[src/rtl/samoc_pkg.sv]
// ----------------------------------------------------------------------------
// samoc_pkg
// Shared types, constants and the control store for the shift-and-add
// multiplier with overflow check.
// ----------------------------------------------------------------------------
package samoc_pkg;

  localparam int unsigned OperandWidthDef = 32;
  localparam int unsigned FieldWidth      = 32;

  typedef struct packed {
    logic [FieldWidth-1:0] multiplicand;
    logic [FieldWidth-1:0] multiplier;
  } in_t;

  typedef struct packed {
    logic [FieldWidth-1:0] product;
    logic                  overflow;
  } out_t;

  // Conditions that a control word may test before jumping.
  typedef enum logic [1:0] {
    CondAccept   = 2'd0,
    CondScanDone = 2'd1,
    CondOutFree  = 2'd2,
    CondAlways   = 2'd3
  } cond_e;

  localparam int unsigned NumSteps = 3;
  localparam int unsigned PcWidth  = 2;

  localparam logic [PcWidth-1:0] StepIdle   = 2'd0;
  localparam logic [PcWidth-1:0] StepLoop   = 2'd1;
  localparam logic [PcWidth-1:0] StepCommit = 2'd2;

  // One control word per step. When the condition holds the program counter
  // moves to the target, otherwise it stays on the same step.
  typedef struct packed {
    logic               in_ready;
    logic               iterate;
    logic               commit;
    cond_e              cond;
    logic [PcWidth-1:0] target;
  } uword_t;

  localparam uword_t Ucode [NumSteps] = '{
    '{in_ready: 1'b1, iterate: 1'b0, commit: 1'b0, cond: CondAccept,   target: StepLoop},
    '{in_ready: 1'b0, iterate: 1'b1, commit: 1'b0, cond: CondScanDone, target: StepCommit},
    '{in_ready: 1'b0, iterate: 1'b0, commit: 1'b1, cond: CondOutFree,  target: StepIdle}
  };

  // Strobes from the sequencer to the datapath.
  typedef struct packed {
    logic load;
    logic iterate;
    logic commit;
  } dp_ctrl_t;

  typedef struct packed {
    logic scan_done;
  } dp_stat_t;

endpackage

[src/rtl/shift_add_multiplier_overflow_check_top.sv]
// ----------------------------------------------------------------------------
// shift_add_multiplier_overflow_check_top
// Unsigned shift-and-add multiplier with a conservative overflow flag.
// ----------------------------------------------------------------------------
// Takes one request of two unsigned operands and returns their product, or
// the overflow flag with a zero product when the operands' bit lengths add up
// to the operand width or more. A three-step control store sequences one
// shared adder: a step to take the request, a loop step that runs until
// both operands have shifted out, and a step to write the result register.
// The accumulate loop handles one bit per cycle. The result register lets
// the next request be taken while a result still waits.
module shift_add_multiplier_overflow_check_top import samoc_pkg::*; #(
  parameter int unsigned OperandWidth = OperandWidthDef
) (
  input  logic clk_i,
  input  logic rst_ni,
  input  logic in_valid_i,
  output logic in_ready_o,
  input  in_t  in_data_i,
  output logic out_valid_o,
  input  logic out_ready_i,
  output out_t out_data_o
);

  logic [PcWidth-1:0] pc_q, pc_d;
  logic               out_valid_q, out_valid_d;
  uword_t             word;
  dp_ctrl_t           dp_ctrl;
  dp_stat_t           dp_stat;
  logic               accept;
  logic               out_free;
  logic               cond_true;

  assign word     = Ucode[pc_q];
  assign accept   = word.in_ready && in_valid_i;
  assign out_free = !out_valid_q || out_ready_i;

  always_comb begin
    case (word.cond)
      CondAccept:   cond_true = in_valid_i;
      CondScanDone: cond_true = dp_stat.scan_done;
      CondOutFree:  cond_true = out_free;
      CondAlways:   cond_true = 1'b1;
      default:      cond_true = 1'b0;
    endcase
  end

  always_comb begin
    pc_d = pc_q;
    if (cond_true) begin
      pc_d = word.target;
    end
  end

  assign dp_ctrl.load    = accept;
  assign dp_ctrl.iterate = word.iterate;
  assign dp_ctrl.commit  = word.commit && cond_true;

  always_comb begin
    out_valid_d = out_valid_q;
    if (dp_ctrl.commit) begin
      out_valid_d = 1'b1;
    end else if (out_ready_i) begin
      out_valid_d = 1'b0;
    end
  end

  always_ff @(posedge clk_i or negedge rst_ni) begin
    if (!rst_ni) begin
      pc_q        <= StepIdle;
      out_valid_q <= 1'b0;
    end else begin
      pc_q        <= pc_d;
      out_valid_q <= out_valid_d;
    end
  end

  samoc_datapath #(
    .OperandWidth(OperandWidth)
  ) u_datapath (
    .clk_i     (clk_i),
    .in_data_i (in_data_i),
    .ctrl_i    (dp_ctrl),
    .stat_o    (dp_stat),
    .out_data_o(out_data_o)
  );

  assign in_ready_o  = word.in_ready;
  assign out_valid_o = out_valid_q;

  // A result is never written over one that is still waiting.
  a_no_overwrite: assert property (@(posedge clk_i) disable iff (!rst_ni)
    dp_ctrl.commit |-> !(out_valid_q && !out_ready_i))
    else $error("result register written while a result was pending");

  // Only one request is in work at a time.
  a_one_in_flight: assert property (@(posedge clk_i) disable iff (!rst_ni)
    accept |=> !in_ready_o)
    else $error("request taken while another was in work");

  // An overflowed result carries a zero product.
  a_ovf_zero: assert property (@(posedge clk_i) disable iff (!rst_ni)
    out_valid_o && out_data_o.overflow |-> out_data_o.product == '0)
    else $error("overflow flagged with a non-zero product");

endmodule

[src/rtl/samoc_datapath.sv]
// ----------------------------------------------------------------------------
// samoc_datapath
// Operand registers, shift-and-add accumulator, bit-length counters and the
// result register.
// ----------------------------------------------------------------------------
module samoc_datapath import samoc_pkg::*; #(
  parameter int unsigned OperandWidth = OperandWidthDef
) (
  input  logic     clk_i,
  input  in_t      in_data_i,
  input  dp_ctrl_t ctrl_i,
  output dp_stat_t stat_o,
  output out_t     out_data_o
);

  localparam int unsigned CntWidth = $clog2(OperandWidth + 1);
  localparam int unsigned SumWidth = CntWidth + 1;

  logic [OperandWidth-1:0] mcand_q, mcand_d;
  logic [OperandWidth-1:0] mplier_q, mplier_d;
  logic [OperandWidth-1:0] scan_b_q, scan_b_d;
  logic [OperandWidth-1:0] acc_q, acc_d;
  logic [CntWidth-1:0]     len_a_q, len_a_d;
  logic [CntWidth-1:0]     len_b_q, len_b_d;
  out_t                    out_q, out_d;
  logic [SumWidth-1:0]     len_sum;
  logic                    ovf;

  // The multiplicand is consumed from the bottom while the multiplier moves
  // up; a right-shifting copy of the multiplier gives its bit length.
  always_comb begin
    mcand_d  = mcand_q;
    mplier_d = mplier_q;
    scan_b_d = scan_b_q;
    acc_d    = acc_q;
    len_a_d  = len_a_q;
    len_b_d  = len_b_q;
    if (ctrl_i.load) begin
      mcand_d  = OperandWidth'(in_data_i.multiplicand);
      mplier_d = OperandWidth'(in_data_i.multiplier);
      scan_b_d = OperandWidth'(in_data_i.multiplier);
      acc_d    = '0;
      len_a_d  = '0;
      len_b_d  = '0;
    end else if (ctrl_i.iterate) begin
      if (mcand_q[0]) begin
        acc_d = acc_q + mplier_q;
      end
      mplier_d = mplier_q << 1;
      mcand_d  = mcand_q >> 1;
      scan_b_d = scan_b_q >> 1;
      len_a_d  = len_a_q + CntWidth'(|mcand_q);
      len_b_d  = len_b_q + CntWidth'(|scan_b_q);
    end
  end

  assign len_sum = SumWidth'(len_a_q) + SumWidth'(len_b_q);
  assign ovf     = (len_sum >= SumWidth'(OperandWidth));

  always_comb begin
    out_d = out_q;
    if (ctrl_i.commit) begin
      out_d.overflow = ovf;
      out_d.product  = ovf ? '0 : FieldWidth'(acc_q);
    end
  end

  always_ff @(posedge clk_i) begin
    mcand_q  <= mcand_d;
    mplier_q <= mplier_d;
    scan_b_q <= scan_b_d;
    acc_q    <= acc_d;
    len_a_q  <= len_a_d;
    len_b_q  <= len_b_d;
    out_q    <= out_d;
  end

  assign stat_o.scan_done = (mcand_q == '0) && (scan_b_q == '0);
  assign out_data_o       = out_q;

endmodule

[config.mk]
export PLATFORM = sky130hd
export DESIGN_NAME = shift_add_multiplier_overflow_check_top
export DESIGN_NICKNAME = d
export VERILOG_FILES = /design/src/rtl/samoc_pkg.sv /design/src/rtl/shift_add_multiplier_overflow_check_top.sv /design/src/rtl/samoc_datapath.sv
export SDC_FILE = /design/constraint.sdc
export NUM_CORES = 1
export LEC_CHECK = 0
export BUFFER_PORTS_ARGS = -buffer_cell sky130_fd_sc_hd__buf_2
export CORE_ASPECT_RATIO = 0.9
export CORE_MARGIN = 10
export CORE_UTILIZATION = 55
export CTS_BUF_LIST = sky130_fd_sc_hd__clkbuf_4 sky130_fd_sc_hd__clkbuf_8 sky130_fd_sc_hd__clkbuf_16
export DETAILED_ROUTE_END_ITERATION = 10
export MAX_ROUTING_LAYER = met4
export PLACE_DENSITY = 0.72
export SLEW_MARGIN = 25
export SYNTH_ARGS = -nofsm -noshare
export SYNTH_HDL_FRONTEND = slang
export SYNTH_HIERARCHICAL = 1
export SYNTH_SLANG_ARGS = --single-unit
[constraint.sdc]
create_clock -name clk_i -period 4.4 [get_ports clk_i]
set_clock_uncertainty 0.05 [all_clocks]
set_input_delay 0.88 -clock clk_i [delete_from_list [all_inputs] [get_ports clk_i]]
set_output_delay 0.88 -clock clk_i [all_outputs]
set_load 0.03 [all_outputs]
==> qor.txt, run 1 <==
synth top area cells: edfxtp_1 43%, dfxtp_1 9.8%, ha_1 6.4%, o21ai_0 4.8%, mux2_2 4.1%
Synth Area in Simple Gates: 0.125
# DRC: 0
GRT Resource Usage Total: 0.182
worst reg-to-reg path cell count: 9
Hold Vio Cnt, Final: 0
synth cell count leaders: 129 x edfxtp_1, 99 x nand2_1, 86 x o21ai_0
Crit Path Max Fanout: 5
DP Wirelength: 13,800 um
Final Wtd Congestion: 0.929
chip height: 141 um
leak pwr: 4.25 nW
initial antenna violation count: 0
vias in the first global route: 6,197
RSZ-0062 raised after global routing: no
synthesis-stage register bit count: 176
worst r2r src: u_datapath/mplier_q[0]
Synth top area share: 0.431
first-pass GRT wire length: 31,600 um
EDFF count, synth: 129
count leader, synth: edfxtp_1
CTS Root Cell: clkbuf_16
Detailed Route WL: 19,300 um
Final period util: 0.641
layout net count: 1,053
Synth area leader: edfxtp_1
total grt overflow: 0
Setup crit start kind: flop
DRT iter0 DRCs: 726
CP cell instances: ha_1 -> fa_1 -> a21oi_1 -> o211ai_1 -> o211a_1 -> a41oi_1 -> o31a_1 -> xor2_1 -> o21ai_0
ANT cells: 0
depth of the CTS H-tree: 4
multi-input combinational cell area: 3730 sq um
Final min period: 2.82 ns
Slew @ Worst Pin: 0.978 ns
cts bufs inserted: 17
cts-stage hold buffer count: 0
max-cap violations: 0
Area Growth Syn to Fin: 14.1%
Crit. End Element: flop
Post-Synth Adder-Cell Area: 0.0684
drt first pass iters: 5
net switching power: 3.38 mW
DRT antenna net count: 0
row count: 44
Buf+Inv Stages, Crit Path: 0
Post-Syn Nets: 964
Synth Instances: 848
CTS tree: yes
Rel. slew slack: 0.348
share of layout cells above drive strength 1: 0.197
DR WL/cell: 16.7 um
Int Power: 5.05 mW
Post-Syn Area per Cell: 10.6 sq um
main combinational cell family by area after synthesis: compound AO/OA/AOI/OAI gates
Synth Area in XOR/XNOR: 0.0302
combinational power share: 0.426
status: completed
postcts setup bufs: 0
register area share after synthesis: 0.537
Worst R2R End: u_datapath/acc_q[22]
io pins: 103
fraction of registers with async set/reset: 0.0170
IO Port Bufs: 102
Place WS: 1.62 ns
pwr/cell area: 822 nW/um^2
largest net degree at the start of global routing: 129
CP arrival: 3.06 ns
instance count on the critical path: 9
synthesized area: 9000 sq um
register area: 4830 sq um
VDD IR-drop max: 0.000372 V
floorplan core area: 16,100 sq um
sw frac: 0.401
prevailing post-synth register cell: edfxtp_1
Synth Area in Compound Gates: 0.142
# fillers: 1,321
critical path's top delay family: compound AO/OA/AOI/OAI gates
setup TNS: 0 ns
Max stage delay on crit path: 0.43 ns
CTS-repair resized insts: 0
multiplexer area fraction after synthesis: 0.0474
CTS Buffer Depth: 2
Die X: 155 um
synth unique cells: 60
Starting Density: 0.560
worst reg-to-reg setup slack: 1.58 ns
Reg power frac: 0.396
fin. max-slew vios: 0
Clk Latency, worst-skew pair: 0.44 ns
hold crit path type: in2async
Max Clk Rate: 355 MHz
synth warn: 6
CP Data Required Time: 4.64 ns
final setup fails: 0
Sinks on Clock Net: 176
fin worst setup slack: 1.58 ns
post-DR vias/cell: 5.57
Worst-path clk slew: 0.07 ns
slowest stage cell, crit path: fa_1
critical path class: reg2reg
vias: 6,448
Die Area: 21,900 sq um
Clk network pwr share: 0.178
==> worst max-delay path by stage <==
stage | startpoint | to | slack (ns)
floorplan | u_datapath/scan_b_q[6] | u_datapath/out_data_o[0] | 1.13
global route | u_datapath/mplier_q[0] | u_datapath/acc_q[22] | 1.42
finish | u_datapath/mplier_q[0] | u_datapath/acc_q[22] | 1.58
global placement | in_valid_i | u_datapath/scan_b_q[28] | 1.65
detailed placement | u_datapath/mplier_q[0] | u_datapath/acc_q[22] | 1.62
CTS | u_datapath/mplier_q[0] | u_datapath/acc_q[22] | 1.60
==> routing by layer <==
layer  share of wire  track usage  vias to the layer above
met5               0            -                        -
met2            0.42        0.245                      204
met4           0.011       0.0507                        0
met3           0.071       0.0484                       15
li1                -            -                     3208
met1            0.50        0.263                     3021
==> power groups by stage <==
stage | Clock (mW) | Sequential (mW) | Combinational (mW)
after floorplan | 0 | 3.30 | 2.75
after global placement | 0 | 3.34 | 3.51
after detailed placement | 0 | 3.36 | 3.54
after CTS | 1.53 | 3.33 | 3.57
after global routing | 1.60 | 3.41 | 4.05
final | 1.50 | 3.34 | 3.59
==> through the flow <==
step                      area (sq um)  hold WS [ns]  utilization  instances  power [mW]
final                            10300         0.184        0.639       1157        8.43
after global routing             10300         0.162        0.639       1157        9.06
after CTS                        10300         0.164        0.639       1157        8.44
after detailed placement          9670         0.416        0.602       1125        6.90
after global placement            9670         0.409        0.602       1125        6.85
after floorplan                   9000         0.388            -        848        6.04
==> area by class of cell <==
type	instances	area share
flip-flops and latches	176	0.470
multi-input cells	560	0.363
repair buffers	108	0.0566
clock buffers	17	0.0414
inverters	74	0.0271
well taps	207	0.0252
clock inverters	15	0.0163
==> flip-flops by register name (all words and copies together), names as in the netlist <==
name	cells
u_datapath/out_data_o	33
u_datapath/acc_q	32
u_datapath/mcand_q	32
u_datapath/mplier_q	32
u_datapath/scan_b_q	32
u_datapath/len_a_q	6
u_datapath/len_b_q	6
pc_q	2
out_valid_o	1
==> cells by family (layout without fill, tap and decap cells) <==
logic type                 Yosys count  after routing
buffers and inverters              112            214
xor gates and xnor gates            31             31
and+or+nand+nor                    233            233
AOI/OAI and AO/OA                  210            210
DFF                                176            176
adders and majority gates           48             48
muxes                               38             38
==> cells in the final DEF (no fill, tap or decap), drive strengths merged, types with 3 or more instances in the layout <==
| master | instances |
|---|---|
| nand3 | 6 |
| or4 | 3 |
| buf | 108 |
| mux2 | 34 |
| a211oi | 5 |
| xor2 | 14 |
| clkbuf | 17 |
| and2 | 38 |
| nor4 | 16 |
| nor3 | 6 |
| or2 | 4 |
| o21a | 5 |
| nand4 | 18 |
| a21oi | 62 |
| mux2i | 4 |
| and3 | 4 |
| dfrtp | 3 |
| ha | 46 |
| o21ai | 87 |
| nand2 | 100 |
| dfxtp | 44 |
| edfxtp | 129 |
| nor2 | 30 |
| a21o | 12 |
| clkinv | 6 |
| inv | 81 |
| xnor2 | 17 |
| o211ai | 9 |
| o2111ai | 3 |
| o21bai | 6 |
Note: power is estimated with default switching activity, not from simulation.
==> inputs of run 2 (changes only) <==
--- a/config.mk
+++ b/config.mk
@@ -5,6 +5,7 @@
 export SDC_FILE = /design/constraint.sdc
 export NUM_CORES = 1
 export LEC_CHECK = 0
+export ABC_AREA = 1
 export BUFFER_PORTS_ARGS = -buffer_cell sky130_fd_sc_hd__buf_2
 export CORE_ASPECT_RATIO = 0.9
 export CORE_MARGIN = 10
@@ -12,7 +13,7 @@
 export CTS_BUF_LIST = sky130_fd_sc_hd__clkbuf_4 sky130_fd_sc_hd__clkbuf_8 sky130_fd_sc_hd__clkbuf_16
 export DETAILED_ROUTE_END_ITERATION = 10
 export MAX_ROUTING_LAYER = met4
-export PLACE_DENSITY = 0.72
+export PLACE_DENSITY = 0.71
 export SLEW_MARGIN = 25
 export SYNTH_ARGS = -nofsm -noshare
 export SYNTH_HDL_FRONTEND = slang
==> constraint.sdc (replaced) <==
create_clock -name clk_i -period 2.65 [get_ports clk_i]
set_clock_uncertainty 0.05 [all_clocks]
set_input_delay 0.53 -clock clk_i [delete_from_list [all_inputs] [get_ports clk_i]]
set_output_delay 0.53 -clock clk_i [all_outputs]
set_load 0.03 [all_outputs]
==> qor.txt, run 2 <==
synthesis-stage register bit count: 176
Final period util: 0.891
Synth top area share: 0.398
Setup crit start kind: flop
postcts setup bufs: 0
Post-Syn Nets: 1,350
critical path class: reg2reg
largest net degree at the start of global routing: 73
pwr/cell area: 1360 nW/um^2
Area Growth Syn to Fin: 14.8%
EDFF count, synth: 129
Post-Syn Area per Cell: 7.89 sq um
CTS tree: yes
Crit Path Max Fanout: 33
CTS Root Cell: clkbuf_16
hold_ws: 0.310 ns
synth unique cells: 38
final setup fails: 0
Final min period: 2.36 ns
max reg flops: 33
layout net count: 1,452
DR WL/cell: 14.4 um
met2 wire length: 10,100 um
Max Clk Rate: 423 MHz
Starting Density: 0.556
drt first pass iters: 6
Synth Instances: 1,234
VDD IR-drop max: 0.000941 V
Worst-path clk slew: 0.07 ns
CP arrival: 2.43 ns
fraction of registers with async set/reset: 0.0170
DRT antenna net count: 0
CP Data Required Time: 2.72 ns
Synth area leader: edfxtp_1
DRT iter0 DRCs: 642
initial antenna violation count: 0
status: completed
setup TNS: 0 ns
share of layout cells above drive strength 1: 0.138
# DRC: 0
# fillers: 1,606
dpl cells: 1,556
Detailed Route WL: 22,800 um
top sig layer: met4
ANT cells: 0
chip height: 146 um
io pins: 103
total grt overflow: 0
hold crit path type: in2reg
Final Power: 15.2 mW
Post-Layout Cell Count: 1,589
Final Wtd Congestion: 0.975
vias in the first global route: 7,420
RSZ-0062 raised after global routing: no
max-cap violations: 0
post-DR vias/cell: 5.04
met1 WL: 11,300 um
CTS-repair resized insts: 0
prevailing post-synth register cell: edfxtp_1
floorplan core area: 17,500 sq um
Die X: 160 um
hold depth: 3
synthesized area: 9740 sq um
row count: 46
Slew @ Worst Pin: 0.635 ns
Clk Latency, worst-skew pair: 0.43 ns
cts bufs inserted: 17
Sinks on Clock Net: 176
cts-stage hold buffer count: 1
IO Port Bufs: 102
most common cell after layout, fill and taps aside: nand2_1
CTS Buffer Depth: 2
worst reg-to-reg path cell count: 11
first-pass GRT wire length: 37,000 um
fin. max-slew vios: 0
Hold Vio Cnt, Final: 0
routed wl met3: 1200 um
register area share after synthesis: 0.496
Crit. End Element: flop
synth warn: 6
GRT Resource Usage Total: 0.199
count leader, synth: nand2_1
leak pwr: 5.71 nW
worst reg-to-reg setup slack: 0.29 ns
synth cell count leaders: 472 x nand2_1, 187 x inv_1, 129 x edfxtp_1
vias: 8,009
DP Wirelength: 17,100 um
depth of the CTS H-tree: 4
synth top area cells: edfxtp_1 40%, nand2_1 18%, dfxtp_1 9.0%, inv_1 7.2%, ha_1 5.9%
commonest non-fill, non-tap cells in the layout: 471 x nand2_1, 186 x inv_1, 129 x edfxtp_1
Rel. slew slack: 0.576
Die Area: 23,400 sq um
==> run 2: cell types whose count changed after synthesis, sizes merged, moves of 15 or more <==
cell | previous run | this run
inv | 74 | 191
nor2 | 30 | 95
nand2 | 100 | 485
o21ai | 87 | 35
xnor2 | 17 | 2
and2 | 38 | 1
mux2 | 34 | 0
nand3 | 6 | 49
==> run 2: area by class of cell <==
cell class              count  area [sq um]  area share
clock buffers              17           425      0.0381
repair buffers            114           641      0.0573
flip-flops and latches    176          4830       0.432
multi-input cells         836          4070       0.364
clock inverters            15           196      0.0176
well taps                 240           300      0.0269
inverters                 191           717      0.0641
==> run 2: worst paths after layout <==
check / start / endpoint
max in group asynchronous: rst_ni / pc_q[0]
worst min register to register: u_datapath/acc_q[0] / u_datapath/acc_q[0]
worst max register to register: u_datapath/mcand_q[28] / u_datapath/out_data_o[20]
min in group asynchronous: rst_ni / pc_q[1]
worst max-delay path: u_datapath/mcand_q[28] / u_datapath/out_data_o[20]
worst min-delay path: in_data_i[63] / u_datapath/mcand_q[31]
==> run 2: cell families (layout without fill, tap and decap cells) <==
logic type               Yosys count  after routing  share of synthesized area
AO/OA/AOI/OAI                    107            107                     0.0590
XOR/XNOR                          15             15                     0.0135
adder cells (fa/ha/maj)           48             48                     0.0632
buffers and inverters            222            337                     0.0870
flip-flops                       176            176                      0.496
AND/OR/NAND/NOR                  666            666                      0.281
==> run 2: metal layers <==
layer / GRT usage / up-vias
li1: - / 4126
met1: 0.276 / 3643
met2: 0.296 / 218
met3: 0.0402 / 22
met4: 0.0417 / 0
met5: - / -
==> run 2: power breakdown <==
group | switching, mW | leakage (nW) | internal, mW
combinational | 4.72 | 3.75 | 2.32
clock | 1.18 | 0.305 | 1.44
sequential | 0.756 | 1.65 | 4.73
total | 6.66 | 5.71 | 8.50
==> run 2: worst max-delay path, stage by stage (launching register included) <==
cell	delay [ns]
edfxtp_1	0.39
nor4_1	0.34
nand4_1	0.15
or2_2	0.34
nor2_1	0.11
nand2_1	0.06
nand2_1	0.06
nor2_2	0.04
nand2_2	0.08
nand3_1	0.09
inv_1	0.10
buf_12	0.20
==> run 2: through the flow <==
step                utilization  instance area [sq um]  setup slack [ns]
floorplan                     -                   9740             0.108
global route              0.639                  11200            0.0681
finish                    0.639                  11200             0.288
CTS                       0.639                  11200             0.225
detailed placement        0.603                  10500             0.236
global placement          0.603                  10500             0.268
==> inputs of run 3 (changes only) <==
--- a/config.mk
+++ b/config.mk
@@ -7,7 +7,7 @@
 export LEC_CHECK = 0
 export ABC_AREA = 1
 export BUFFER_PORTS_ARGS = -buffer_cell sky130_fd_sc_hd__buf_2
-export CORE_ASPECT_RATIO = 0.9
+export CORE_ASPECT_RATIO = 1.25
 export CORE_MARGIN = 10
 export CORE_UTILIZATION = 55
 export CTS_BUF_LIST = sky130_fd_sc_hd__clkbuf_4 sky130_fd_sc_hd__clkbuf_8 sky130_fd_sc_hd__clkbuf_16
==> qor.txt, run 3 (same netlist as run 2, synthesis figures left out) <==
# fillers: 1,586
fin. max-slew vios: 0
Final min period: 2.49 ns
DP Wirelength: 16,500 um
Setup crit start kind: flop
Sinks on Clock Net: 176
CTS Root Cell: clkbuf_16
Starting Density: 0.559
RSZ-0062 raised after global routing: no
Worst-path clk slew: 0.07 ns
share of layout cells above drive strength 1: 0.139
Detailed Route WL: 22,000 um
most common cell after layout, fill and taps aside: nand2_1
pwr/cell area: 1340 nW/um^2
CP arrival: 2.57 ns
max reg flops: 33
Slew @ Worst Pin: 0.470 ns
Hold Vio Cnt, Final: 0
row count: 54
Crit. End Element: flop
GRT Resource Usage Total: 0.193
cts bufs inserted: 17
largest net degree at the start of global routing: 103
depth of the CTS H-tree: 4
status: completed
floorplan core area: 17,400 sq um
drt first pass iters: 5
Final Wtd Congestion: 0.918
ANT cells: 0
leak pwr: 5.67 nW
CP Data Required Time: 2.72 ns
io pins: 103
initial antenna violation count: 0
CTS tree: yes
Crit Path Max Fanout: 33
Die X: 139 um
commonest non-fill, non-tap cells in the layout: 471 x nand2_1, 186 x inv_1, 129 x edfxtp_1
DRT antenna net count: 0
Clk Latency, worst-skew pair: 0.43 ns
VDD IR-drop max: 0.000974 V
vias in the first global route: 7,603
Die Area: 23,500 sq um
Rel. slew slack: 0.684
postcts setup bufs: 0
CTS Buffer Depth: 2
IO Port Bufs: 102
Max Clk Rate: 401 MHz
layout net count: 1,451
Core Util, Final: 0.637
Area Growth Syn to Fin: 14.1%
chip height: 169 um
# DRC: 0
post-DR vias/cell: 4.99
first-pass GRT wire length: 36,200 um
critical path class: reg2reg
final setup fails: 0
DR WL/cell: 14.0 um
setup TNS: 0 ns
Final period util: 0.941
vias: 7,838
hold crit path type: in2reg
max-cap violations: 0
total grt overflow: 0
DRT iter0 DRCs: 517
## run 3: cell types whose count changed in the layout (fill, tap and decap cells not counted), sizes merged
cell | previous run | this run
clkinvlp | 0 | 2
clkbuf | 17 | 18
inv | 198 | 197
bufinv | 2 | 0
buf | 113 | 112
## run 3: cell type report
cell class	count	area (sq um)	area share
clock inverter	14	128	0.0115
tap	224	280	0.0252
inverter	191	717	0.0645
multi-input combinational	836	4070	0.367
timing repair buffer	113	646	0.0581
sequential	176	4830	0.435
clock buffer	18	433	0.0390
## run 3: final timing paths
kind	start	endpoint	slack (ns)	cells past startpoint
hold / removal	in_data_i[63]	u_datapath/mcand_q[31]	0.30	3
hold reg to reg	u_datapath/len_a_q[5]	u_datapath/len_a_q[5]	0.42	2
setup / recovery	u_datapath/mcand_q[29]	u_datapath/out_data_o[22]	0.16	11
max in group asynchronous	rst_ni	pc_q[1]	2.05	2
setup reg to reg	u_datapath/mcand_q[29]	u_datapath/out_data_o[22]	0.16	11
min in group asynchronous	rst_ni	out_valid_o	0.40	2
## run 3: worst max-delay path, cell delays in order, from the launching register on
cell      delay [ns]
edfxtp_1        0.40
nor4_1          0.48
nand4_1         0.13
or2_2           0.33
nor2_1          0.11
nand2_1         0.06
nand2_1         0.06
nor2_2          0.04
nand2_2         0.08
nand3_1         0.10
inv_1           0.11
buf_12          0.20
## run 3: metrics by stage
step | hold WS, ns | power, mW | instances | cell area (sq um) | setup WS, ns
3_3_place_gp | 0.276 | 12.3 | 1539 | 10500 | 0.176
2_1_floorplan | 0.184 | 10.6 | 1234 | 9740 | 0.108
4_1_cts | 0.287 | 14.9 | 1572 | 11100 | 0.0955
5_1_grt | 0.302 | 16.2 | 1572 | 11100 | 0.00309
3_5_place_dp | 0.279 | 12.5 | 1539 | 10500 | 0.112
6_report | 0.299 | 14.8 | 1572 | 11100 | 0.158
## run 3: power by group
group          switching (mW)  internal (mW)  leakage, nW  total [mW]
Sequential              0.718           4.73         1.65        5.45
Combinational            4.69           2.31         3.75        7.00
Clock                    1.15           1.24        0.271        2.39
## run 3: per-layer routing
metal / up-vias / part of all wire / GRT usage
met3: 33 / 0.044 / 0.0302
met2: 191 / 0.49 / 0.320
met5: - / 0 / -
li1: 4105 / - / -
met4: 0 / 0.022 / 0.0686
met1: 3509 / 0.45 / 0.236
## run 3: what timing repair did
| action | 4_1_cts | 5_1_grt |
|---|---|---|
| resized for setup | 0 | 1 |
| endpoints found under the setup margin | 0 | 33 |
| endpoints found under the hold margin | 3 | 0 |
| hold buffers | 1 | 0 |
